### config.mk
export PLATFORM = sky130hd
export DESIGN_NAME = htd_result_flat
export DESIGN_NICKNAME = d
export VERILOG_FILES = /design/src/design/htd_pkg.sv /design/src/design/htd_out_if.sv /design/src/design/htd_result.sv /design/src/flat_wrapper.sv
export SDC_FILE = /design/constraint.sdc
export NUM_CORES = 1
export LEC_CHECK = 0
export CAP_MARGIN = 15
export CORE_MARGIN = 2
export CORE_UTILIZATION = 55
export DETAILED_ROUTE_END_ITERATION = 12
export DONT_BUFFER_PORTS = 1
export PLACE_DENSITY_LB_ADDON = 0.1
export SYNTH_ARGS = -nofsm -noshare
export SYNTH_HDL_FRONTEND = slang
export SYNTH_SLANG_ARGS = --single-unit
### constraint.sdc
create_clock -name i_clk -period 3.1 [get_ports i_clk]
set_clock_uncertainty 0.1 [all_clocks]
set_input_delay 0.465 -clock i_clk [delete_from_list [all_inputs] [get_ports i_clk]]
set_output_delay 0.465 -clock i_clk [all_outputs]
set_load 0.01 [all_outputs]
### src/design/htd_pkg.sv
// ============================================================================
// Huffman tree decoder package
// Shared types and codes for the node-table Huffman decoder.
// ============================================================================
`default_nettype none

package htd_pkg;

    // Width of a symbol, a coded byte and the code word.
    localparam int SymW  = 8;
    localparam int CodeW = 32;
    localparam int LenW  = 6;
    localparam int CntW  = 4;

    // Input modes.
    localparam logic MODE_INSERT = 1'b0;
    localparam logic MODE_DECODE = 1'b1;

    // Result kinds.
    localparam logic KIND_SYM = 1'b0;
    localparam logic KIND_RPT = 1'b1;

    // Status codes of a result.
    typedef enum logic [1:0] {
        ST_OK       = 2'd0,
        ST_FULL     = 2'd1,
        ST_CONFLICT = 2'd2,
        ST_MISSING  = 2'd3
    } t_status;

    // Walk sequencer states.
    typedef enum logic [3:0] {
        W_IDLE,
        W_I_RD,
        W_I_EV,
        W_I_WN,
        W_RES,
        W_D_RD,
        W_D_EV,
        W_D_CHK,
        W_END
    } t_state;

    // One result item without its last flag.
    typedef struct packed {
        logic [SymW-1:0] sym;
        logic            kind;
        t_status         status;
    } t_res;

    // Command from the walk sequencer to the result stage.
    typedef struct packed {
        logic push;
        logic flush;
        t_res res;
    } t_res_cmd;

endpackage

`default_nettype wire

### src/design/htd_out_if.sv
// ============================================================================
// Huffman tree decoder output channel
// Valid/ready channel that carries one result request.
// ============================================================================
`default_nettype none

interface htd_out_if
    import htd_pkg::*;
();
    logic            valid;
    logic            ready;
    logic [SymW-1:0] symbol_out;
    logic            kind;
    logic [1:0]      status;
    logic            last;

    modport source (
        output valid, symbol_out, kind, status, last,
        input  ready
    );

    modport sink (
        input  valid, symbol_out, kind, status, last,
        output ready
    );
endinterface

`default_nettype wire

### src/design/htd_result.sv
// ============================================================================
// Huffman tree decoder result stage
// Holds the newest result until it is known whether it is the last one of
// its request, then moves it into the output register.
// ============================================================================
`default_nettype none

module htd_result
    import htd_pkg::*;
(
    input  wire logic     i_clk,
    input  wire logic     i_rst_n,
    input  wire t_res_cmd i_cmd,
    output logic          o_cmd_ready,
    htd_out_if.source     o_out
);

    logic r_hold_vld;
    t_res r_hold;
    logic r_out_vld;
    t_res r_out;
    logic r_out_last;

    logic can_out;
    logic move;

    // The output register can take a new result when empty or being drained.
    assign can_out     = !r_out_vld || o_out.ready;
    assign o_cmd_ready = !r_hold_vld || can_out;
    assign move        = (i_cmd.push || i_cmd.flush) && r_hold_vld && can_out;

    // Control state.
    always_ff @(posedge i_clk) begin
        if (!i_rst_n) begin
            r_hold_vld <= 1'b0;
            r_out_vld  <= 1'b0;
        end else begin
            if (move) begin
                r_out_vld <= 1'b1;
            end else if (o_out.ready) begin
                r_out_vld <= 1'b0;
            end
            if (i_cmd.push && o_cmd_ready) begin
                r_hold_vld <= 1'b1;
            end else if (i_cmd.flush && o_cmd_ready) begin
                r_hold_vld <= 1'b0;
            end
        end
    end

    // Payload registers.
    always_ff @(posedge i_clk) begin
        if (move) begin
            r_out      <= r_hold;
            r_out_last <= i_cmd.flush;
        end
        if (i_cmd.push && o_cmd_ready) begin
            r_hold <= i_cmd.res;
        end
    end

    assign o_out.valid      = r_out_vld;
    assign o_out.symbol_out = r_out.sym;
    assign o_out.kind       = r_out.kind;
    assign o_out.status     = r_out.status;
    assign o_out.last       = r_out_last;

endmodule

`default_nettype wire

### src/flat_wrapper.sv
// flat-port wrapper written by rule: the top's interface ports become plain ports
module htd_result_flat import htd_pkg::*;
  (i_clk, i_rst_n, i_cmd, o_cmd_ready, o_out_valid, o_out_symbol_out, o_out_kind, o_out_status, o_out_last, o_out_ready);
  htd_out_if o_out_i ();
  input  wire logic i_clk;
  input  wire logic i_rst_n;
  input  wire t_res_cmd i_cmd;
  output logic o_cmd_ready;
  output wire logic [$bits(o_out_i.valid)-1:0] o_out_valid;
  output wire logic [$bits(o_out_i.symbol_out)-1:0] o_out_symbol_out;
  output wire logic [$bits(o_out_i.kind)-1:0] o_out_kind;
  output wire logic [$bits(o_out_i.status)-1:0] o_out_status;
  output wire logic [$bits(o_out_i.last)-1:0] o_out_last;
  input wire logic [$bits(o_out_i.ready)-1:0] o_out_ready;
  assign o_out_valid = o_out_i.valid;
  assign o_out_symbol_out = o_out_i.symbol_out;
  assign o_out_kind = o_out_i.kind;
  assign o_out_status = o_out_i.status;
  assign o_out_last = o_out_i.last;
  assign o_out_i.ready = o_out_ready;
  htd_result u_core (.i_clk(i_clk), .i_rst_n(i_rst_n), .i_cmd(i_cmd), .o_cmd_ready(o_cmd_ready), .o_out(o_out_i));
endmodule
# After elaboration in Yosys (flattened, before gate mapping)
# Cells that the tools add are included.
[op_classes] eq_ne=0 shifts=0 reduce_logical=11 bitwise_logic=0 muxes=4 addsub=0 n_div=0 multipliers=0 order_cmp=0
[op_table] cell="1-bit logical AND" n=4
[op_table] cell="1-bit two-way mux" n=4
[op_table] cell="2-bit nonzero test" n=2
[op_table] cell="1-bit logical OR" n=3
[op_table] cell="1-bit logical NOT" n=2
[totals] output_inout_bits=14 n_memories=0 word_cells=24 latchBits=0 ramBits=0 reg_bits=25 romBits=0

# Depth between registers and ports, before layout
[depth] word_depth=6 ltp_mapped=2 mapped_depth_nobuf=2

# Worst setup path after synthesis
# OpenSTA, ideal clock, no wires.
[synth_timing] path_type="in2reg" from="input o_out_ready" to="register u_core.r_hold[0] (netlist bit) (enable)" arrival_time_ns=1.127 n_path_buf=0 cell_stages=2 setup_slack_ns=1.491 required_ns=2.617 setup_time_ns=0.383 cell_sequence="nor2b_1 -> a21oi_1"
[synth_between] elab_chain_cells=3
[synth_rtl] item="start: declaration" line="flat_wrapper.sv:14" text="input wire logic [$bits(o_out_i.ready)-1:0] o_out_ready;"
[synth_rtl] item="1-bit logical OR" line="htd_result.sv:28" text="assign can_out = !r_out_vld || o_out.ready;"
[synth_rtl] item="1-bit logical OR" line="htd_result.sv:29" text="assign o_cmd_ready = !r_hold_vld || can_out;"
[synth_rtl] item="1-bit logical AND" line="htd_result.sv:57" text="if (i_cmd.push && o_cmd_ready) begin"
[synth_rtl] item="end signal: assignment" line="htd_result.sv:58" text="r_hold <= i_cmd.res;"
[synth_rtl] item="end: declaration" line="htd_result.sv:19" text="t_res r_hold;"
# No other way between the ends.
# A chain may end at the register's enable or synchronous reset.

# Worst setup path in the final report
[layout_timing] from="register u_core.r_out_vld (netlist: u_core.o_out.valid)" to="register u_core.r_hold[1] (netlist bit) (enable)"
[layout_between] elab_chain_cells=4
[layout_rtl] item="start: declaration" line="htd_result.sv:20" text="logic r_out_vld;"
[layout_rtl] item="start signal: assignment" line="htd_result.sv:36" text="r_out_vld <= 1'b0;"
[layout_rtl] item="start signal: assignment" line="htd_result.sv:39" text="r_out_vld <= 1'b1;"
[layout_rtl] item="start signal: assignment" line="htd_result.sv:41" text="r_out_vld <= 1'b0;"
[layout_rtl] item="1-bit logical NOT" line="htd_result.sv:28"
[layout_rtl] item="1-bit logical OR" line="htd_result.sv:28"
[layout_rtl] item="1-bit logical OR" line="htd_result.sv:29"
[layout_rtl] item="1-bit logical AND" line="htd_result.sv:57"
# No other way between the ends.

==> load_flow_metrics.sql <==
INSERT INTO impl_metrics (metric_group, metric, value, unit) VALUES
('outcome', 'run_status', 'finished, final reports clean', ''),
('sta', 'final.period_utilization', '0.578', ''),
('placement', 'dp_cells', '50', ''),
('yosys', 'yosys_register_bits', '25', ''),
('final_layout', 'signed_area_change_from_the_synthesized_netlist_to_the_final_layout', '5.75', '%'),
('final_layout', 'stdcell_count', '54', ''),
('sta', 'max_clock_freq', '558', 'MHz'),
('sta', 'fin_crit', '1790', 'ps'),
('yosys', 'synth.yosys.seq_area_share', '0.933', ''),
('worst_setup_path', 'worst_path_largest_cell_delay', '770', 'ps'),
('sta', 'finalSetupViolations', '0', ''),
('drt', 'final_antenna_net_count', '0', ''),
('grt', 'grt_antenna_before_repair', '0', ''),
('yosys', 'yosys_most_used_dff', 'sky130_fd_sc_hd__edfxtp_1', ''),
('drt', 'routed_wl', '1.00', 'mm'),
('sta', 'timing_worst_slew_pin_value', '966', 'ps'),
('floorplanning', 'floorplan.initialDensity', '0.594', ''),
('sta', 'max_slew_margin', '0.356', ''),
('grt', 'top_usage_layer', 'met2', ''),
('drt', 'drt_first_iter_violations', '9', ''),
('floorplanning', 'die_h', '41.7', 'um'),
('grt', 'grtUsageMet3', '0.0304', ''),
('final_layout', 'final_nets', '56', ''),
('yosys', 'synthDominantCellAreaShare', '0.882', ''),
('worst_setup_path', 'r2r_start', 'u_core.o_out.valid$_SDFFE_PN0P_', ''),
('grt', 'grt_pass1_wl', '1.56', 'mm'),
('pwr', 'powerDensity', '651', 'nW/um^2'),
('sta', 'final.setup.worst_slack', '1310', 'ps'),
('drt', 'drtPass1Iterations', '4', ''),
('grt', 'grt_start_max_net_pins', '14', ''),
('clock_tree', 'cts_sinks', '25', ''),
('clock_tree', 'max-clock-path-buffers', '2', ''),
('floorplanning', 'count_of_standard_cell_rows', '13', ''),
('worst_setup_path', 'timing_worst_setup_path_type', 'flip-flop to flip-flop', ''),
('final_layout', 'insertedDiodeCount', '0', ''),
('worst_setup_path', 'endpoint_kind', 'flip-flop', ''),
('sta', 'grt_setup_unrepaired', 'no', ''),
('yosys', 'synth-async-reset-ratio', '0', ''),
('yosys', 'synth_nets', '51', ''),
('sta', 'final_report_hold_violation_count', '0', ''),
('yosys', 'netlist.top_cell.by_area', 'sky130_fd_sc_hd__edfxtp_1', ''),
('drt', 'final_routed_drc_violation_total', '0', ''),
('placement', 'preCtsSetupSlack', '1300', 'ps'),
('yosys', 'library_cells_used_by_synthesis', '11', ''),
('drt', 'detail_route.vias_per_cell', '5.87', ''),
('yosys', 'yosys-top-cells-count', 'sky130_fd_sc_hd__edfxtp_1, sky130_fd_sc_hd__dfxtp_1, sky130_fd_sc_hd__o21ai_0', ''),
('grt', 'grt.met1_usage', '0.128', ''),
('worst_setup_path', 'crit_arrival', '1620', 'ps'),
('hold_path', 'hold_path.class', 'input pin to flip-flop', ''),
('worst_setup_path', 'critical_path_rt', '2930', 'ps'),
('yosys', 'number_of_flops_mapped_to_enable_cells_by_yosys', '23', ''),
('placement', 'gp_congestion', '0.627', ''),
('yosys', 'post_synth_inst_count', '35', ''),
('clock_tree', 'cts_root_buffer', 'sky130_fd_sc_hd__clkbuf_4', ''),
('sta', 'timing.final.max_slew_violations', '0', ''),
('worst_setup_path', 'crit_path_cell_trace', 'nor2b_1, a21oi_1', ''),
('worst_setup_path', 'setup.worst_path.start_class', 'flip-flop', ''),
('placement', 'port-buffer-count', '0', ''),
('final_layout', 'final_core_utilization', '0.629', ''),
('floorplanning', 'core-area', '1320', 'um^2'),
('sta', 'timing.setup.tns', '0', 'ps'),
('worst_setup_path', 'critical-path-slowest-cell', 'sky130_fd_sc_hd__a21oi_1', ''),
('floorplanning', 'fp.dieW', '41.7', 'um'),
('drt', 'vias', '317', ''),
('floorplanning', 'num_io_pins', '30', ''),
('clock_tree', 'cts.repair_timing.setup_buffer_count', '0', ''),
('clock_tree', 'cts_tree', 'done', ''),
('grt', 'gr-usage-all-layers', '0.133', ''),
('clock_tree', 'postCtsResizedCells', '0', ''),
('placement', 'detailedPlacementHpwl', '774', 'um'),
('grt', 'globalRouteOverflowTotal', '0', '');
cell type report:
cell class                      instances  area, um^2
Clock buffer                            4        26.3
Fill cell                              79         489
Tap cell                               15        18.8
Sequential cell                        25         731
Inverter                                1        3.75
Multi-Input combinational cell          9        48.8
critical path, delay by kind of cell, from the launching register on:
kind | cells | cell delay [ps]
AOI/OAI and AO/OA | 1 | 770
DFF | 1 | 380
and+or+nand+nor | 1 | 180
path summary, 6_finish.rpt:
kind	cells after the start	to	slack (ps)
worst max register to register	2	u_core.r_hold[1]$_DFFE_PP_	1310
worst min-delay path	0	u_core.o_out.last$_DFFE_PP_	150
worst max-delay path	2	u_core.r_hold[1]$_DFFE_PP_	1310
worst min register to register	0	u_core.o_out.status[0]$_DFFE_PP_	330
where the power goes:
part	leakage, nW	switching [mW]	internal (mW)
clock network	0.0150	0.0794	0.0501
registers	0.235	0.0104	0.389
logic	0.0201	0.00836	0.00217
total	0.270	0.0981	0.441
cells in the final DEF (no fill, tap or decap), drive strengths merged:
master,netlist,layout
a21boi,1,1
a21oi,1,1
a31oi,1,1
clkbuf,0,4
dfxtp,2,2
edfxtp,23,23
inv,1,1
nand2,1,1
nand2b,1,1
nor2,1,1
nor2b,1,1
o21ai,2,2
per-stage QoR:
step	total power [mW]	instance area (um^2)
floorplan	0.413	783
global placement	0.415	802
detailed placement	0.419	802
CTS	0.547	828
global route	0.562	828
finish	0.539	828
metal layers:
metal / share of wire / vias to the layer above
li1: - / 140
met1: 0.32 / 150
met2: 0.61 / 25
met3: 0.066 / 2
met4: 0.0060 / 0
met5: 0 / -
cell families (layout without fill, tap and decap cells):
kind of cell	after synthesis	in the layout	synth area share
AOI/OAI and AO/OA	5	5	0.0367
DFF	25	25	0.933
and+or+nand+nor	4	4	0.0256
buffers and inverters	1	5	0.00479
registers in the layout, indices dropped and copies added, names as in the netlist:
name,cells
u_core.r_hold,11
u_core.o_out.last,1
u_core.o_out.status,2
u_core.o_out.symbol_out,8
u_core.o_out.valid,1
u_core.o_out.kind,1
u_core.r_hold_vld,1
Note: power is estimated with default switching activity, not from simulation.
