--- src/design/htd_pkg.sv ---
// ============================================================================
// Huffman tree decoder package
// Shared types and codes for the node-table Huffman decoder.
// ============================================================================
`default_nettype none

package htd_pkg;

    // Width of a symbol, a coded byte and the code word.
    localparam int SymW  = 8;
    localparam int CodeW = 32;
    localparam int LenW  = 6;
    localparam int CntW  = 4;

    // Input modes.
    localparam logic MODE_INSERT = 1'b0;
    localparam logic MODE_DECODE = 1'b1;

    // Result kinds.
    localparam logic KIND_SYM = 1'b0;
    localparam logic KIND_RPT = 1'b1;

    // Status codes of a result.
    typedef enum logic [1:0] {
        ST_OK       = 2'd0,
        ST_FULL     = 2'd1,
        ST_CONFLICT = 2'd2,
        ST_MISSING  = 2'd3
    } t_status;

    // Walk sequencer states.
    typedef enum logic [3:0] {
        W_IDLE,
        W_I_RD,
        W_I_EV,
        W_I_WN,
        W_RES,
        W_D_RD,
        W_D_EV,
        W_D_CHK,
        W_END
    } t_state;

    // One result item without its last flag.
    typedef struct packed {
        logic [SymW-1:0] sym;
        logic            kind;
        t_status         status;
    } t_res;

    // Command from the walk sequencer to the result stage.
    typedef struct packed {
        logic push;
        logic flush;
        t_res res;
    } t_res_cmd;

endpackage

`default_nettype wire

--- src/design/htd_in_if.sv ---
// ============================================================================
// Huffman tree decoder input channel
// Valid/ready channel that carries one insert or decode request.
// ============================================================================
`default_nettype none

interface htd_in_if
    import htd_pkg::*;
();
    logic             valid;
    logic             ready;
    logic             mode;
    logic [SymW-1:0]  symbol_in;
    logic [CodeW-1:0] code_bits;
    logic [LenW-1:0]  code_len;
    logic [SymW-1:0]  data_byte;
    logic [CntW-1:0]  bit_count;

    modport source (
        output valid, mode, symbol_in, code_bits, code_len, data_byte, bit_count,
        input  ready
    );

    modport sink (
        input  valid, mode, symbol_in, code_bits, code_len, data_byte, bit_count,
        output ready
    );
endinterface

`default_nettype wire

--- src/design/htd_walk.sv ---
// ============================================================================
// Huffman tree decoder walk sequencer
// Walks the node table one bit per step for inserts and decodes; inserts
// read, modify and write back node entries, decodes only read them.
// ============================================================================
`default_nettype none

module htd_walk
    import htd_pkg::*;
#(
    parameter int NODES        = 512,
    parameter int MAX_CODE_LEN = 32,
    parameter int IW           = 9,
    parameter int EW           = 27
) (
    input  wire logic          i_clk,
    input  wire logic          i_rst_n,
    htd_in_if.sink             i_in,
    output logic               o_rd_en,
    output logic [IW-1:0]      o_rd_addr,
    input  wire logic [EW-1:0] i_rd_data,
    output logic               o_wr_en,
    output logic [IW-1:0]      o_wr_addr,
    output logic [EW-1:0]      o_wr_data,
    output t_res_cmd           o_cmd,
    input  wire logic          i_cmd_ready
);

    localparam int CW     = $clog2(NODES + 1);
    localparam int LenLim = (MAX_CODE_LEN < CodeW) ? MAX_CODE_LEN : CodeW;
    localparam logic [CW-1:0] NodesC = CW'(NODES);

    t_state r_state, n_state;

    logic [CodeW-1:0] r_code, n_code;
    logic [4:0]       r_bpos, n_bpos;
    logic [SymW-1:0]  r_sym, n_sym;
    logic [IW-1:0]    r_node, n_node;
    logic [IW-1:0]    r_new, n_new;
    logic [IW-1:0]    r_cur, n_cur;
    logic [SymW-1:0]  r_data, n_data;
    logic [CntW-1:0]  r_left, n_left;
    t_status          r_status, n_status;
    logic [CW-1:0]    r_count, n_count;
    logic             r_root_vld, n_root_vld;
    logic             r_rd_ok, n_rd_ok;

    logic [EW-1:0]    ent;
    logic [IW-1:0]    ent_left, ent_right, slot;
    logic [SymW-1:0]  ent_sym;
    logic             ent_leaf;
    logic             code_bit, walk_bit, final_bit, len_bad, table_full;
    logic [CntW-1:0]  cnt_sat;

    // A node entry read before it was ever written reads as an empty node.
    assign ent       = r_rd_ok ? i_rd_data : '0;
    assign ent_left  = ent[EW-1 -: IW];
    assign ent_right = ent[EW-1-IW -: IW];
    assign ent_sym   = ent[SymW:1];
    assign ent_leaf  = ent[0];

    // Decode steps pick the child by the leading data bit, inserts by the code bit.
    assign code_bit   = r_code[r_bpos];
    assign walk_bit   = (r_state == W_D_EV) ? r_data[SymW-1] : code_bit;
    assign final_bit  = (r_bpos == 5'd0);
    assign slot       = walk_bit ? ent_right : ent_left;
    assign table_full = (r_count >= NodesC);
    assign len_bad    = (i_in.code_len == '0) || (i_in.code_len > LenW'(LenLim));
    assign cnt_sat    = (i_in.bit_count > CntW'(8)) ? CntW'(8) : i_in.bit_count;

    // Next state.
    always_comb begin
        n_state = r_state;
        unique case (r_state)
            W_IDLE: begin
                if (i_in.valid) begin
                    if (i_in.mode == MODE_INSERT) begin
                        n_state = len_bad ? W_RES : W_I_RD;
                    end else begin
                        n_state = (cnt_sat == '0) ? W_END : W_D_RD;
                    end
                end
            end
            W_I_RD: n_state = W_I_EV;
            W_I_EV: begin
                if (ent_leaf || (slot != '0 && final_bit) || (slot == '0 && table_full)) begin
                    n_state = W_RES;
                end else if (slot != '0) begin
                    n_state = W_I_RD;
                end else begin
                    n_state = W_I_WN;
                end
            end
            W_I_WN:  n_state = final_bit ? W_RES : W_I_RD;
            W_RES:   n_state = i_cmd_ready ? W_END : W_RES;
            W_D_RD:  n_state = W_D_EV;
            W_D_EV: begin
                if (slot == '0) begin
                    n_state = i_cmd_ready ? W_END : W_D_EV;
                end else begin
                    n_state = W_D_CHK;
                end
            end
            W_D_CHK: begin
                if (ent_leaf) begin
                    if (i_cmd_ready) begin
                        n_state = (r_left == '0) ? W_END : W_D_RD;
                    end
                end else begin
                    n_state = (r_left == '0) ? W_END : W_D_EV;
                end
            end
            W_END:   n_state = i_cmd_ready ? W_IDLE : W_END;
            default: n_state = W_IDLE;
        endcase
    end

    // Outputs and datapath updates.
    always_comb begin
        n_code     = r_code;
        n_bpos     = r_bpos;
        n_sym      = r_sym;
        n_node     = r_node;
        n_new      = r_new;
        n_cur      = r_cur;
        n_data     = r_data;
        n_left     = r_left;
        n_status   = r_status;
        n_count    = r_count;
        n_root_vld = r_root_vld;
        i_in.ready = 1'b0;
        o_rd_en    = 1'b0;
        o_rd_addr  = r_node;
        o_wr_en    = 1'b0;
        o_wr_addr  = r_node;
        o_wr_data  = '0;
        o_cmd      = '0;
        unique case (r_state)
            W_IDLE: begin
                i_in.ready = 1'b1;
                if (i_in.valid) begin
                    n_code   = i_in.code_bits;
                    n_bpos   = i_in.code_len[4:0] - 5'd1;
                    n_sym    = i_in.symbol_in;
                    n_node   = '0;
                    n_data   = i_in.data_byte;
                    n_left   = cnt_sat;
                    n_status = ST_CONFLICT;
                end
            end
            W_I_RD: begin
                o_rd_en   = 1'b1;
                o_rd_addr = r_node;
            end
            W_I_EV: begin
                if (ent_leaf || (slot != '0 && final_bit)) begin
                    n_status = ST_CONFLICT;
                end else if (slot != '0) begin
                    n_node = slot;
                    n_bpos = r_bpos - 5'd1;
                end else if (table_full) begin
                    n_status = ST_FULL;
                end else begin
                    // Hook the new node into the parent.
                    o_wr_en   = 1'b1;
                    o_wr_addr = r_node;
                    o_wr_data = code_bit ? {ent_left, r_count[IW-1:0], ent_sym, ent_leaf}
                                         : {r_count[IW-1:0], ent_right, ent_sym, ent_leaf};
                    n_new     = r_count[IW-1:0];
                    n_count   = r_count + CW'(1);
                    if (r_node == '0) begin
                        n_root_vld = 1'b1;
                    end
                end
            end
            W_I_WN: begin
                // Fill the new node: a leaf on the final bit, else empty.
                o_wr_en   = 1'b1;
                o_wr_addr = r_new;
                o_wr_data = {{(2*IW){1'b0}}, final_bit ? r_sym : {SymW{1'b0}}, final_bit};
                n_node    = r_new;
                n_bpos    = r_bpos - 5'd1;
                if (final_bit) begin
                    n_status = ST_OK;
                end
            end
            W_RES: begin
                o_cmd.push       = 1'b1;
                o_cmd.res.sym    = '0;
                o_cmd.res.kind   = KIND_RPT;
                o_cmd.res.status = r_status;
            end
            W_D_RD: begin
                o_rd_en   = 1'b1;
                o_rd_addr = r_cur;
            end
            W_D_EV: begin
                if (slot == '0) begin
                    o_cmd.push       = 1'b1;
                    o_cmd.res.sym    = '0;
                    o_cmd.res.kind   = KIND_RPT;
                    o_cmd.res.status = ST_MISSING;
                    if (i_cmd_ready) begin
                        n_cur = '0;
                    end
                end else begin
                    o_rd_en   = 1'b1;
                    o_rd_addr = slot;
                    n_cur     = slot;
                    n_data    = {r_data[SymW-2:0], 1'b0};
                    n_left    = r_left - CntW'(1);
                end
            end
            W_D_CHK: begin
                if (ent_leaf) begin
                    o_cmd.push       = 1'b1;
                    o_cmd.res.sym    = ent_sym;
                    o_cmd.res.kind   = KIND_SYM;
                    o_cmd.res.status = ST_OK;
                    if (i_cmd_ready) begin
                        n_cur = '0;
                    end
                end
            end
            W_END: begin
                o_cmd.flush = 1'b1;
            end
            default: begin
            end
        endcase
    end

    // A read is valid once its entry has been written since reset.
    assign n_rd_ok = (o_rd_addr == '0) ? r_root_vld : (CW'(o_rd_addr) < r_count);

    // Control registers.
    always_ff @(posedge i_clk) begin
        if (!i_rst_n) begin
            r_state    <= W_IDLE;
            r_count    <= CW'(1);
            r_cur      <= '0;
            r_root_vld <= 1'b0;
        end else begin
            r_state    <= n_state;
            r_count    <= n_count;
            r_cur      <= n_cur;
            r_root_vld <= n_root_vld;
        end
    end

    // Payload registers.
    always_ff @(posedge i_clk) begin
        r_code   <= n_code;
        r_bpos   <= n_bpos;
        r_sym    <= n_sym;
        r_node   <= n_node;
        r_new    <= n_new;
        r_data   <= n_data;
        r_left   <= n_left;
        r_status <= n_status;
        if (o_rd_en) begin
            r_rd_ok <= n_rd_ok;
        end
    end

endmodule

`default_nettype wire

--- src/flat_wrapper.sv ---
// flat-port wrapper written by rule: the top's interface ports become plain ports
module htd_walk_flat import htd_pkg::*;
#(
    parameter int NODES        = 512,
    parameter int MAX_CODE_LEN = 32,
    parameter int IW           = 9,
    parameter int EW           = 27
)
  (i_clk, i_rst_n, o_rd_en, o_rd_addr, i_rd_data, o_wr_en, o_wr_addr, o_wr_data, o_cmd, i_cmd_ready, i_in_valid, i_in_mode, i_in_symbol_in, i_in_code_bits, i_in_code_len, i_in_data_byte, i_in_bit_count, i_in_ready);
  htd_in_if i_in_i ();
  input  wire logic i_clk;
  input  wire logic i_rst_n;
  output logic o_rd_en;
  output logic [IW-1:0] o_rd_addr;
  input  wire logic [EW-1:0] i_rd_data;
  output logic o_wr_en;
  output logic [IW-1:0] o_wr_addr;
  output logic [EW-1:0] o_wr_data;
  output t_res_cmd o_cmd;
  input  wire logic i_cmd_ready;
  input wire logic [$bits(i_in_i.valid)-1:0] i_in_valid;
  input wire logic [$bits(i_in_i.mode)-1:0] i_in_mode;
  input wire logic [$bits(i_in_i.symbol_in)-1:0] i_in_symbol_in;
  input wire logic [$bits(i_in_i.code_bits)-1:0] i_in_code_bits;
  input wire logic [$bits(i_in_i.code_len)-1:0] i_in_code_len;
  input wire logic [$bits(i_in_i.data_byte)-1:0] i_in_data_byte;
  input wire logic [$bits(i_in_i.bit_count)-1:0] i_in_bit_count;
  output wire logic [$bits(i_in_i.ready)-1:0] i_in_ready;
  assign i_in_i.valid = i_in_valid;
  assign i_in_i.mode = i_in_mode;
  assign i_in_i.symbol_in = i_in_symbol_in;
  assign i_in_i.code_bits = i_in_code_bits;
  assign i_in_i.code_len = i_in_code_len;
  assign i_in_i.data_byte = i_in_data_byte;
  assign i_in_i.bit_count = i_in_bit_count;
  assign i_in_ready = i_in_i.ready;
  htd_walk #(.NODES(NODES), .MAX_CODE_LEN(MAX_CODE_LEN), .IW(IW), .EW(EW)) u_core (.i_clk(i_clk), .i_rst_n(i_rst_n), .i_in(i_in_i), .o_rd_en(o_rd_en), .o_rd_addr(o_rd_addr), .i_rd_data(i_rd_data), .o_wr_en(o_wr_en), .o_wr_addr(o_wr_addr), .o_wr_data(o_wr_data), .o_cmd(o_cmd), .i_cmd_ready(i_cmd_ready));
endmodule
--- config.mk ---
export PLATFORM = sky130hd
export DESIGN_NAME = htd_walk_flat
export DESIGN_NICKNAME = d
export VERILOG_FILES = /design/src/design/htd_pkg.sv /design/src/design/htd_in_if.sv /design/src/design/htd_walk.sv /design/src/flat_wrapper.sv
export SDC_FILE = /design/constraint.sdc
export NUM_CORES = 1
export LEC_CHECK = 0
export BUFFER_PORTS_ARGS = -buffer_cell sky130_fd_sc_hd__buf_2
export CAP_MARGIN = 20
export CORE_MARGIN = 8
export CORE_UTILIZATION = 52
export CTS_CLUSTER_DIAMETER = 50
export DETAILED_ROUTE_END_ITERATION = 6
export PLACE_DENSITY = 0.79
export SYNTH_ARGS = -nofsm -noshare
export SYNTH_HDL_FRONTEND = slang
export SYNTH_SLANG_ARGS = --single-unit
--- constraint.sdc ---
create_clock -name i_clk -period 6.2 [get_ports i_clk]
set_input_delay 0.31 -clock i_clk [delete_from_list [all_inputs] [get_ports i_clk]]
set_output_delay 0.31 -clock i_clk [all_outputs]
set_load 0.005 [all_outputs]
# After elaboration in Yosys (flattened, before gate mapping)
# Index checks and enable logic that the tools add are counted.
# op_classes
addsub,4
n_reduce_logical,26
n_mux,70
n_eq_ne,17
bitwise,3
magnitude_cmp,5
# op_table
cell,n
2-to-1 mux 27 bit,5
2-to-1 mux 9 bit,9
2-to-1 mux 4 bit,15
case mux 27 bit (2 select lines),1
case mux 4 bit (9 select lines),1
case mux 9 bit (2 select lines),2
case mux 11 bit (3 select lines),1
zero test 9 bit,3
case mux 9 bit (3 select lines),1
2-to-1 mux 8 bit,3
"equality test 4 x 3 -> 1 bit, second input constant",4
case mux 8 bit (2 select lines),1
2-to-1 mux 5 bit,3
case mux 5 bit (3 select lines),1
zero test 4 bit,3
2-to-1 mux 2 bit,6
2-to-1 mux 1 bit,11
2-to-1 mux 11 bit,1
"adder 10 x 1 -> 10 bit, second input constant",1
"greater-or-equal comparator 10 bit, second input constant",1
< comparator 9 x 10 -> 1 bit,1
AND reduction 5 bit,2
"subtractor 5 x 1 -> 5 bit, second input constant",2
2-to-1 mux 3 bit,3
28 further kinds,44
# word_totals
regBits,102
inputBits,90
output_inout_bits,61

# Logic depth before layout (Yosys ltp)
# Gate-level depths: netlist of run 1.
# depth
depth_word,10
depth_mapped,18
mapped_depth_nobuf,16

# Least setup slack after synthesis of run 1
# No wires, ideal clock.
# synth_path
path_type,register -> register
startpoint,register u_core.r_bpos[1]
endpoint,register u_core.r_bpos[0] (enable)
period_less_slack_ps,3397
slack_ps,2803
setup_ps,394
path_stages_with_launch,14
path_buffers,4
arrival_time_ps,3003
cell_sequence,edfxtp_1 -> buf_6 -> buf_6 -> mux2i_1 -> a22oi_1 -> nand3_1 -> nand4_1 -> mux2i_1 -> buf_2 -> mux2i_1 -> a21o_1 -> buf_2 -> nand2_1 -> a31oi_1
# synth_between
elab_chain_len,9
elab_cells_between_ends,11
classes_between,eq/ne (2); mux (4); reduce/logical (5)
# synth_lines
item,line_no,rtl
start: declaration,htd_walk.sv:36,"logic [4:0] r_bpos, n_bpos;"
start signal: assignment,htd_walk.sv:254,r_bpos <= n_bpos;
binary-select mux 1 bit (select 5 bit),htd_walk.sv:63,assign code_bit = r_code[r_bpos];
2-to-1 mux 1 bit (not written as such),htd_walk.sv:63,
2-to-1 mux 1 bit,htd_walk.sv:64,assign walk_bit = (r_state == W_D_EV) ? r_data[SymW-1] : code_bit;
2-to-1 mux 9 bit,htd_walk.sv:66,assign slot = walk_bit ? ent_right : ent_left;
nonzero test 9 bit,"htd_walk.sv:156, htd_walk.sv:158",
logical AND 1 bit,htd_walk.sv:156,if (ent_leaf || (slot != '0 && final_bit)) begin
logical OR 1 bit,htd_walk.sv:156,
inequality test 2 bit (no line),--,
AND reduction 4 bit (no line) *,--,
# Mark *: on every way between the ends. The rest lies on a longest branch, timed or not. The select of a mux whose other input is x is not followed.
# A chain may end at the register's enable or synchronous reset.

# Worst setup path in the final report of run 1
# layout_path
startpoint,register u_core.r_bpos[1]
endpoint,output port o_wr_data[3]
# layout_between
elab_chain_len,9
elab_cells_between_ends,12
classes_between,mux (8); reduce/logical (4)
# layout_lines
item,line_no,rtl
binary-select mux 1 bit (select 5 bit),htd_walk.sv:63,
2-to-1 mux 1 bit (not written as such),htd_walk.sv:63,
2-to-1 mux 1 bit,htd_walk.sv:64,
2-to-1 mux 9 bit,htd_walk.sv:66,
nonzero test 9 bit,"htd_walk.sv:156, htd_walk.sv:158",
logical AND 1 bit,htd_walk.sv:156,
logical OR 1 bit,htd_walk.sv:156,
2-to-1 mux 27 bit,htd_walk.sv:156,
case mux 27 bit (2 select lines) *,htd_walk.sv:138,unique case (r_state)
end: declaration,flat_wrapper.sv:18,output logic [EW-1:0] o_wr_data;
# Marked as above.

==> results of run 1 <==
cell type report:
type,instances,area [um2]
timing repair buffer,157,803.3
fill,940,4033
clock buffer,10,127.6
multi-input combinational,464,2735
tap,140,175.2
clock inverter,6,68.82
sequential,102,2823
inverter,20,75.07
cells by family after synthesis:
kind of cell,count (synthesis),synth area share
compound gates,124,0.1364
xor+xnor,8,0.01213
mux,44,0.07795
fa+ha+maj,12,0.02598
buf+inv,54,0.03919
simple gates,276,0.2198
flops,102,0.4885
per-layer routing:
metal | up-vias | wire (um) | GRT usage
li1 | 2517 | - | -
met1 | 2399 | 7139 | 0.2879
met2 | 269 | 7927 | 0.3624
met3 | 54 | 1452 | 0.05212
met4 | 0 | 773 | 0.1218
met5 | - | 0 | 0
metrics by stage:
| step | worst slack [ns] | cell area (um2) | utilization | std cells | total power, mW |
|---|---|---|---|---|---|
| floorplan | 2.803 | 5778 | - | 620 | 1.805 |
| global placement | 1.925 | 6611 | 0.6099 | 883 | 2.118 |
| detailed placement | 1.692 | 6611 | 0.6099 | 883 | 2.147 |
| CTS | 1.268 | 6808 | 0.6280 | 899 | 2.563 |
| global route | 0.8694 | 6808 | 0.6280 | 899 | 2.725 |
| finish | 1.259 | 6808 | 0.6280 | 899 | 2.563 |
flip-flops by register name, summed over array words and instances, names as in the netlist:
register and count:
u_core.r_code 32, u_core.r_sym 8, u_core.r_status 2, u_core.r_data 8, u_core.r_cur 9, u_core.r_bpos 5, u_core.r_node 9, u_core.r_left 4
u_core.r_rd_ok 1, u_core.r_new 9, u_core.r_root_vld 1, u_core.r_count 10, u_core.r_state 4
final timing paths:
| check | from | end | cells past startpoint |
|---|---|---|---|
| worst max-delay path | u_core.r_bpos[1] | o_wr_data[3] | 12 |
| worst min-delay path | i_in_symbol_in[5] | u_core.r_sym[5] | 1 |
| worst max register to register | u_core.r_bpos[1] | u_core.r_node[8] | 12 |
| worst min register to register | u_core.r_root_vld | u_core.r_root_vld | 2 |
where the power goes:
part           switching, mW  internal [mW]  total, mW
Combinational          0.634          0.413       1.05
Clock                  0.231          0.190      0.420
Sequential             0.146          0.950       1.10
synth_stat cells, drive strengths merged, types with 10 or more instances:
cell type / number / area share
edfxtp: 78 / 0.41
dfxtp: 24 / 0.083
mux2i: 39 / 0.068
nor3: 13 / 0.011
and3: 10 / 0.011
o21ai: 26 / 0.023
a31oi: 13 / 0.014
nand2: 93 / 0.060
nor2: 76 / 0.049
and2: 15 / 0.016
clkbuf: 25 / 0.016
a21oi: 44 / 0.038
nand3: 26 / 0.023
inv: 20 / 0.013
ha: 12 / 0.026
worst max-delay path, cell delays in order (launching register included):
cell	delay (ns)
edfxtp_1	0.90
mux2i_1	0.28
a22oi_1	0.11
nand3_1	0.12
nand4_1	0.12
buf_4	0.25
mux2i_1	0.17
buf_4	0.25
mux2i_1	0.39
a2111o_1	0.76
inv_2	0.39
a32o_1	0.37
buf_2	0.13
==> summary.txt, run 1 <==
Global routing
  • Largest net degree at the start of global routing: 42
  • Initial antenna violation count: 0
  • Grt total ovfl: 0
  • Global-route wire length before repair: 26.70 mm
  • Total GRT Usage: 0.2298
  • Vias in the first global route: just over 5000

Final layout
  • Commonest non-fill, non-tap cell in the layout: buf_2
  • N_diodes: 0
  • Nets: between 800 and 900
  • Fraction of layout cells with a size suffix above 1: 0.2451
  • Commonest non-fill, non-tap cells in the layout: buf_2, nand2_1, edfxtp_1
  • Synthesis-to-finish area growth: 17.82%

Synth
  • FF+latch count, synth: about 100
  • Syn Area/Cell: between 9 and 10 um2
  • Sequential area share after synthesis: 0.4885
  • Primary FF master, synth: edfxtp_1
  • Ys async rst share: 0
  • Mapped Cells: 620
  • Syn nets: 722
  • Synth Warn #: 0
  • Post-synth EDFFs: 78
  • Unique masters post-synth: 54
  • Post-Syn Area: approximately 5800 um2

Die
  • Die area: 14740 um2
  • Num rows: 38
  • Starting density of the core: 0.5330
  • Die Y: around 120 um
  • Width of the die: 121.4 um
  • Core area: 10840 um2
  • # IOs: around 150

Timing
  • Clock skew: 0.01501 ns
  • Worst slew margin: 0.4082
  • Final Slew Violations: 0
  • RSZ-0062 raised after global routing: no
  • Hold slack: 0.1075 ns
  • Final setup vio count: 0
  • Actual slew at the worst max-slew pin: 0.8877 ns
  • Fin crit share: 0.7969
  • Min cycle time layout: 4.941 ns
  • Post-route setup TNS: 0 ns
  • FMAX: around 0.20 GHz
  • Hold Vio Cnt, Final: 0

Detailed routing
  • Vias per Instance: around 5.8
  • Post-Route WL: 17.29 mm
  • # DRC: 0
  • DR iter-0 viols: roughly 410
  • DRT Pass-1 Iters: 5
  • Routed Antenna Nets: 0
  • DR vias: around 5200
  • WL/cell: 19.24 um

Clock network
  • CTS H-tree lvls: 3
  • Clk Tree Root Cell: clkbuf_8
  • Hold-fix buffers at CTS: 0
  • Max clock buf depth: 2
  • Setup Buffers After CTS: 0
  • TritonCTS clock tree: yes
  • Clock Latency Late Sink: 0.37 ns
  • Cts bufs inserted: 9
  • Cts repair resizes: 0
  • Clk sink count: 102
  • Clk pin slew, worst setup/hold paths: 0.11 ns

Setup path
  • Critical Path RT: 5.89 ns
  • Endpoint type of the worst setup path: output port
  • CP Launch Type: register
  • CP max FO: 29
  • Critical path type: reg -> out
  • R2r setup slk: 1.88 ns
  • Worst EP arrival: 4.63 ns

Power and ir drop
  • PwrDens: about 380 nW/um2
  • Worst VDD drop: 0.2393 mV
  • Static Leakage: 2.969 nW

Run status
  • Status: finished, final reports clean

Flow run
  • # Max-Cap Violations: 0

Placement
  • I/O Buffers: 150
  • Gp weighted congestion: 0.9358
  • DPL Wire Length: 13.68 mm

Min path
  • HP Class: in -> reg
(Power assumes the default switching activity.)
==> run 2, diff against run 1 <==
==> constraint.sdc (replaced) <==
create_clock -name i_clk -period 4.74 [get_ports i_clk]
set_input_delay 0.237 -clock i_clk [delete_from_list [all_inputs] [get_ports i_clk]]
set_output_delay 0.237 -clock i_clk [all_outputs]
set_load 0.005 [all_outputs]
==> summary.txt, run 2 (same netlist as run 1, synthesis figures left out) <==
Setup path
  • Slowest cell on crit path: a2111o_1
  • Critical Path RT: 4.50 ns
  • Endpoint type of the worst setup path: output port
  • Critical path origin: u_core.r_bpos[1]
  • Most used cell, CP: buf_4
  • CP Launch Type: register
  • CP max FO: 28
  • R2r worst-path depth: 12
  • Critical path type: reg -> out
  • Max stage delay on crit path: roughly 0.73 ns
  • CP cell instances: buf_4 -> mux2i_1 -> a22oi_1 -> nand3_1 -> nand4_1 -> buf_4 -> mux2_4 -> a32o_2 -> a2111o_1 -> inv_2 -> a32o_1 -> buf_2
  • Worst EP arrival: 4.15 ns
  • R2r setup slk: a little over 0.8 ns
  • Reg2reg end: u_core.r_count[2]
  • FF-to-FF Start: u_core.r_bpos[1]
  • Critical Path Sink: o_wr_data[7]

Detailed routing
  • # DRC: 0
  • WL/cell: 18.98 um
  • DRT Pass-1 Iters: 5
  • Routed Antenna Nets: 0
  • Post-Route WL: 17.10 mm
  • DR iter-0 viols: 554
  • DR vias: 5327
  • Vias per Instance: a little under 6

Clock network
  • CTS H-tree lvls: 3
  • Clk Tree Root Cell: clkbuf_8
  • Max clock buf depth: 2
  • TritonCTS clock tree: yes
  • Clk sink count: 102
  • Setup Buffers After CTS: 0
  • Clk pin slew, worst setup/hold paths: 0.10 ns
  • Clock Latency Late Sink: 0.39 ns
  • Cts bufs inserted: 9
  • Cts repair resizes: 0
  • Hold-fix buffers at CTS: 0

Flow run
  • # Max-Cap Violations: 0

Final layout
  • Fraction of layout cells with a size suffix above 1: 0.2484
  • Max reg flops: 32
  • Commonest non-fill, non-tap cells in the layout: buf_2, nand2_1, edfxtp_1
  • Final instance area: 6814 um2
  • Utilization after layout: 0.6286
  • Synthesis-to-finish area growth: 17.93%
  • Nets: 858
  • Largest regs: u_core.r_code x32, u_core.r_count x10
  • Commonest non-fill, non-tap cell in the layout: buf_2
  • Non-Filler Instances: 901
  • Reg with most FFs: u_core.r_code
  • N_diodes: 0

Timing
  • Worst slew margin: 0.3979
  • RSZ-0062 raised after global routing: no
  • FMAX: between 0.2 and 0.25 GHz
  • Final worst setup slack: 0.3497 ns
  • Fin crit share: 0.9262
  • Hold slack: 0.02212 ns
  • Min cycle time layout: around 4.4 ns
  • Final Slew Violations: 0
  • Hold Vio Cnt, Final: 0
  • Final setup vio count: 0
  • Clock skew: 0.01502 ns
  • Post-route setup TNS: 0 ns
  • Actual slew at the worst max-slew pin: 0.9031 ns

Placement
  • Gp weighted congestion: 0.9359
  • Setup WS pre-CTS: approximately 0.84 ns
  • Cells after DPL: 885
  • I/O Buffers: 150
  • DPL Wire Length: 13.12 mm
  • Cell Area, Placed: 6626 um2

Power and ir drop
  • PwrDens: between 400 and 500 nW/um2
  • Total power: 3.339 mW
  • Static Leakage: 2.975 nW
  • Worst VDD drop: ~0.25 mV

Die
  • # IOs: between 150 and 200
  • Num rows: 38
  • Die area: between 10000 and 15000 um2
  • Starting density of the core: 0.5330
  • Core area: about 11000 um2
  • Width of the die: 121.4 um
  • Die Y: roughly 120 um

Global routing
  • Vias in the first global route: 5240
  • Global-route wire length before repair: 26.60 mm
  • Total GRT Usage: 0.2268
  • Largest net degree at the start of global routing: 42
  • Initial antenna violation count: 1
  • Grt total ovfl: 0

Min path
  • HP Class: in -> reg

Run status
  • Status: finished, final reports clean
[run 2: cell types whose count changed in the layout (fill, tap and decap cells not counted)]
cell       before  now
clkinv_8        0    1
buf_4           7    9
inv_6           2    4
clkbuf_1        1    0
bufinv_16       1    0
clkinv_4        1    0
[run 2: final cells by class]
| class | instances | area, um2 |
|---|---|---|
| Fill cell | 930 | 4026 |
| Sequential cell | 102 | 2823 |
| Multi-Input combinational cell | 464 | 2735 |
| Timing Repair Buffer | 159 | 818.3 |
| Tap cell | 140 | 175.2 |
| Clock buffer | 9 | 123.9 |
| Inverter | 20 | 75.07 |
| Clock inverter | 7 | 63.81 |
[run 2: critical path, delay by kind of cell (launching register included)]
family / cells / cell delay (ns)
AOI/OAI and AO/OA: 4 / 1.47
buffers and inverters: 4 / 1.14
muxes: 2 / 0.49
DFF: 1 / 0.37
and+or+nand+nor: 2 / 0.30
[run 2: worst min path at each step]
| stage | start | end | cells past startpoint |
|---|---|---|---|
| finish | i_in_code_bits[29] | u_core.r_code[29] | 1 |
| global route | i_in_code_bits[6] | u_core.r_code[6] | 1 |
| CTS | i_in_code_bits[1] | u_core.r_code[1] | 1 |
| detailed placement | i_in_code_bits[10] | u_core.r_code[10] | 1 |
| global placement | i_in_code_bits[8] | u_core.r_code[8] | 1 |
| floorplan | i_in_code_bits[0] | u_core.r_code[0] | 0 |
[run 2: routing by layer]
metal  vias to the layer above  part of all wire  global-route usage
met2                       307              0.46              0.3597
met4                         2             0.028             0.09638
met3                        40             0.088             0.04700
met5                         -           0.00058                   0
met1                      2461              0.42              0.2945
li1                       2517                 -                   -
[run 2: report_power, final]
group / switching (mW) / internal (mW)
Sequential: 0.162 / 1.24
Clock: 0.332 / 0.202
Combinational: 0.858 / 0.544
Total: 1.35 / 1.99
==> run 3, diff against run 2 <==
--- a/config.mk
+++ b/config.mk
@@ -7,7 +7,7 @@
 export LEC_CHECK = 0
 export BUFFER_PORTS_ARGS = -buffer_cell sky130_fd_sc_hd__buf_2
 export CAP_MARGIN = 20
-export CORE_MARGIN = 8
+export CORE_MARGIN = 3
 export CORE_UTILIZATION = 52
 export CTS_CLUSTER_DIAMETER = 50
 export DETAILED_ROUTE_END_ITERATION = 6
==> summary.txt, run 3 (same netlist as run 1, synthesis figures left out) <==
Timing
  • FMAX: 0.2334 GHz
  • RSZ-0062 raised after global routing: no
  • Post-route setup TNS: 0 ns
  • Worst slew margin: 0.3854
  • Actual slew at the worst max-slew pin: a little over 0.9 ns
  • Clock skew: 0.01589 ns
  • Hold Vio Cnt, Final: 0
  • Final setup vio count: 0
  • Min cycle time layout: 4.285 ns
  • Fin crit share: 0.9040
  • Final Slew Violations: 0

Clock network
  • Cts bufs inserted: 9
  • CTS H-tree lvls: 3
  • Max clock buf depth: 2
  • Setup Buffers After CTS: 0
  • TritonCTS clock tree: yes
  • Clk sink count: between 100 and 150
  • Clk Tree Root Cell: clkbuf_8
  • Clk pin slew, worst setup/hold paths: 0.10 ns
  • Clock Latency Late Sink: 0.39 ns

Final layout
  • Reg with most FFs: u_core.r_code
  • N_diodes: 0
  • Synthesis-to-finish area growth: 21.20%
  • Nets: 878
  • Fraction of layout cells with a size suffix above 1: 0.2420
  • Commonest non-fill, non-tap cell in the layout: buf_2
  • Filler cell count: 845
  • Largest regs: u_core.r_code x32, u_core.r_count x10
  • Commonest non-fill, non-tap cells in the layout: buf_2, nand2_1, edfxtp_1
  • Final instance area: 7003 um2
  • Max reg flops: 32

Detailed routing
  • DR iter-0 viols: ~560
  • DR vias: between 5000 and 6000
  • Vias per Instance: 5.930
  • Routed Antenna Nets: 0
  • DRT Pass-1 Iters: 5
  • WL/cell: about 19 um
  • Post-Route WL: 17.47 mm
  • # DRC: 0

Setup path
  • Critical Path RT: about 4.5 ns
  • CP max FO: 29
  • Buf/Inv on CP: 4
  • CP cell instances: buf_4 -> mux2i_1 -> a22oi_1 -> nand3_1 -> nand4_1 -> buf_4 -> mux2_4 -> a32o_2 -> a2111o_2 -> inv_2 -> a32o_1 -> buf_2
  • Critical path type: reg -> out
  • Max stage delay on crit path: about 0.65 ns
  • Most used cell, CP: buf_4
  • Cell family with most CP delay: compound AO/OA/AOI/OAI gates
  • Endpoint type of the worst setup path: output port
  • Worst EP arrival: 4.05 ns
  • CP Launch Type: register
  • Slowest cell on crit path: a2111o_2

Placement
  • DPL Wire Length: 13.05 mm
  • Gp weighted congestion: 1.041
  • I/O Buffers: 150
  • Cell Area, Placed: 6621 um2

Die
  • Core area: about 11000 um2
  • Die Y: 111.4 um
  • Die area: 12410 um2
  • Width of the die: 111.4 um
  • # IOs: between 150 and 200
  • Num rows: 37
  • Starting density of the core: 0.5474

Global routing
  • Largest net degree at the start of global routing: 42
  • Met1 usage: 0.3644
  • Initial antenna violation count: 0
  • Vias in the first global route: 5409
  • Met3 Usage GRT: 0.05815
  • Total GRT Usage: 0.2800
  • Global-route wire length before repair: roughly 28 mm
  • Grt total ovfl: 0
  • GR Util met2: 0.4696
  • Grt peak-use layer: met2

Power and ir drop
  • Worst VDD drop: 0.3559 mV
  • Static Leakage: roughly 3.1 nW
  • PwrDens: about 480 nW/um2
  • Total power: 3.356 mW

Run status
  • Status: finished, final reports clean

Flow run
  • # Max-Cap Violations: 0

Min path
  • HP Class: in -> reg
==> run 3: cell types whose count changed in the layout (fill, tap and decap cells not counted), sizes merged <==
cell,previous run,this run
clkinv,2,3
dlygate4sd3,0,20
inv,24,23
==> run 3: per-layer routing <==
layer | up-vias | part of all wire | routed length (um)
li1 | 2556 | - | -
met1 | 2590 | 0.41 | 7243
met2 | 263 | 0.50 | 8701
met3 | 29 | 0.068 | 1194
met4 | 0 | 0.019 | 333
met5 | - | 0 | 0
==> run 3: layout make-up <==
type / count / area [um2] / share of cell area
Multi-Input combinational cell: 464 / 2736 / 0.3907
Clock buffer: 9 / 123.9 / 0.01769
Sequential cell: 102 / 2823 / 0.4031
Inverter: 20 / 75.07 / 0.01072
Clock inverter: 7 / 56.30 / 0.008040
Timing Repair Buffer: 179 / 1018 / 0.1454
Tap cell: 136 / 170.2 / 0.02430
==> run 3: timing repair <==
item	CTS	global route
hold buffers	17	3
gates resized for setup	0	1
setup endpoints to repair	0	8
endpoints found under the hold margin	17	3
==> run 3: power breakdown <==
part | total [mW] | switching [mW] | internal, mW | leakage, nW
logic | 1.43 | 0.876 | 0.555 | 2.03
registers | 1.40 | 0.159 | 1.24 | 0.938
clock network | 0.523 | 0.325 | 0.198 | 0.0911
total | 3.36 | 1.36 | 2.00 | 3.06
==> run 3: final timing paths <==
kind | start | endpoint | cells past startpoint | slack (ns)
worst min-delay path | i_in_code_bits[14] | u_core.r_code[14] | 1 | 0.02
worst min register to register | u_core.r_cur[5] | u_core.r_cur[5] | 2 | 0.50
worst max-delay path | u_core.r_bpos[1] | o_wr_data[2] | 12 | 0.46
worst max register to register | u_core.r_bpos[1] | u_core.r_node[8] | 13 | 0.61
==> run 3: metrics by stage <==
step           std cells  hold slack [ns]  setup WS (ns)  utilization
2_1_floorplan        620           0.3359          1.343            -
3_3_place_gp         881           0.4131         0.8466       0.6273
3_5_place_dp         881           0.4151         0.5989       0.6273
4_1_cts              914        0.0003936         0.1539       0.6605
5_1_grt              917        0.0007300         0.1589       0.6635
6_report             917          0.01852         0.4552       0.6635
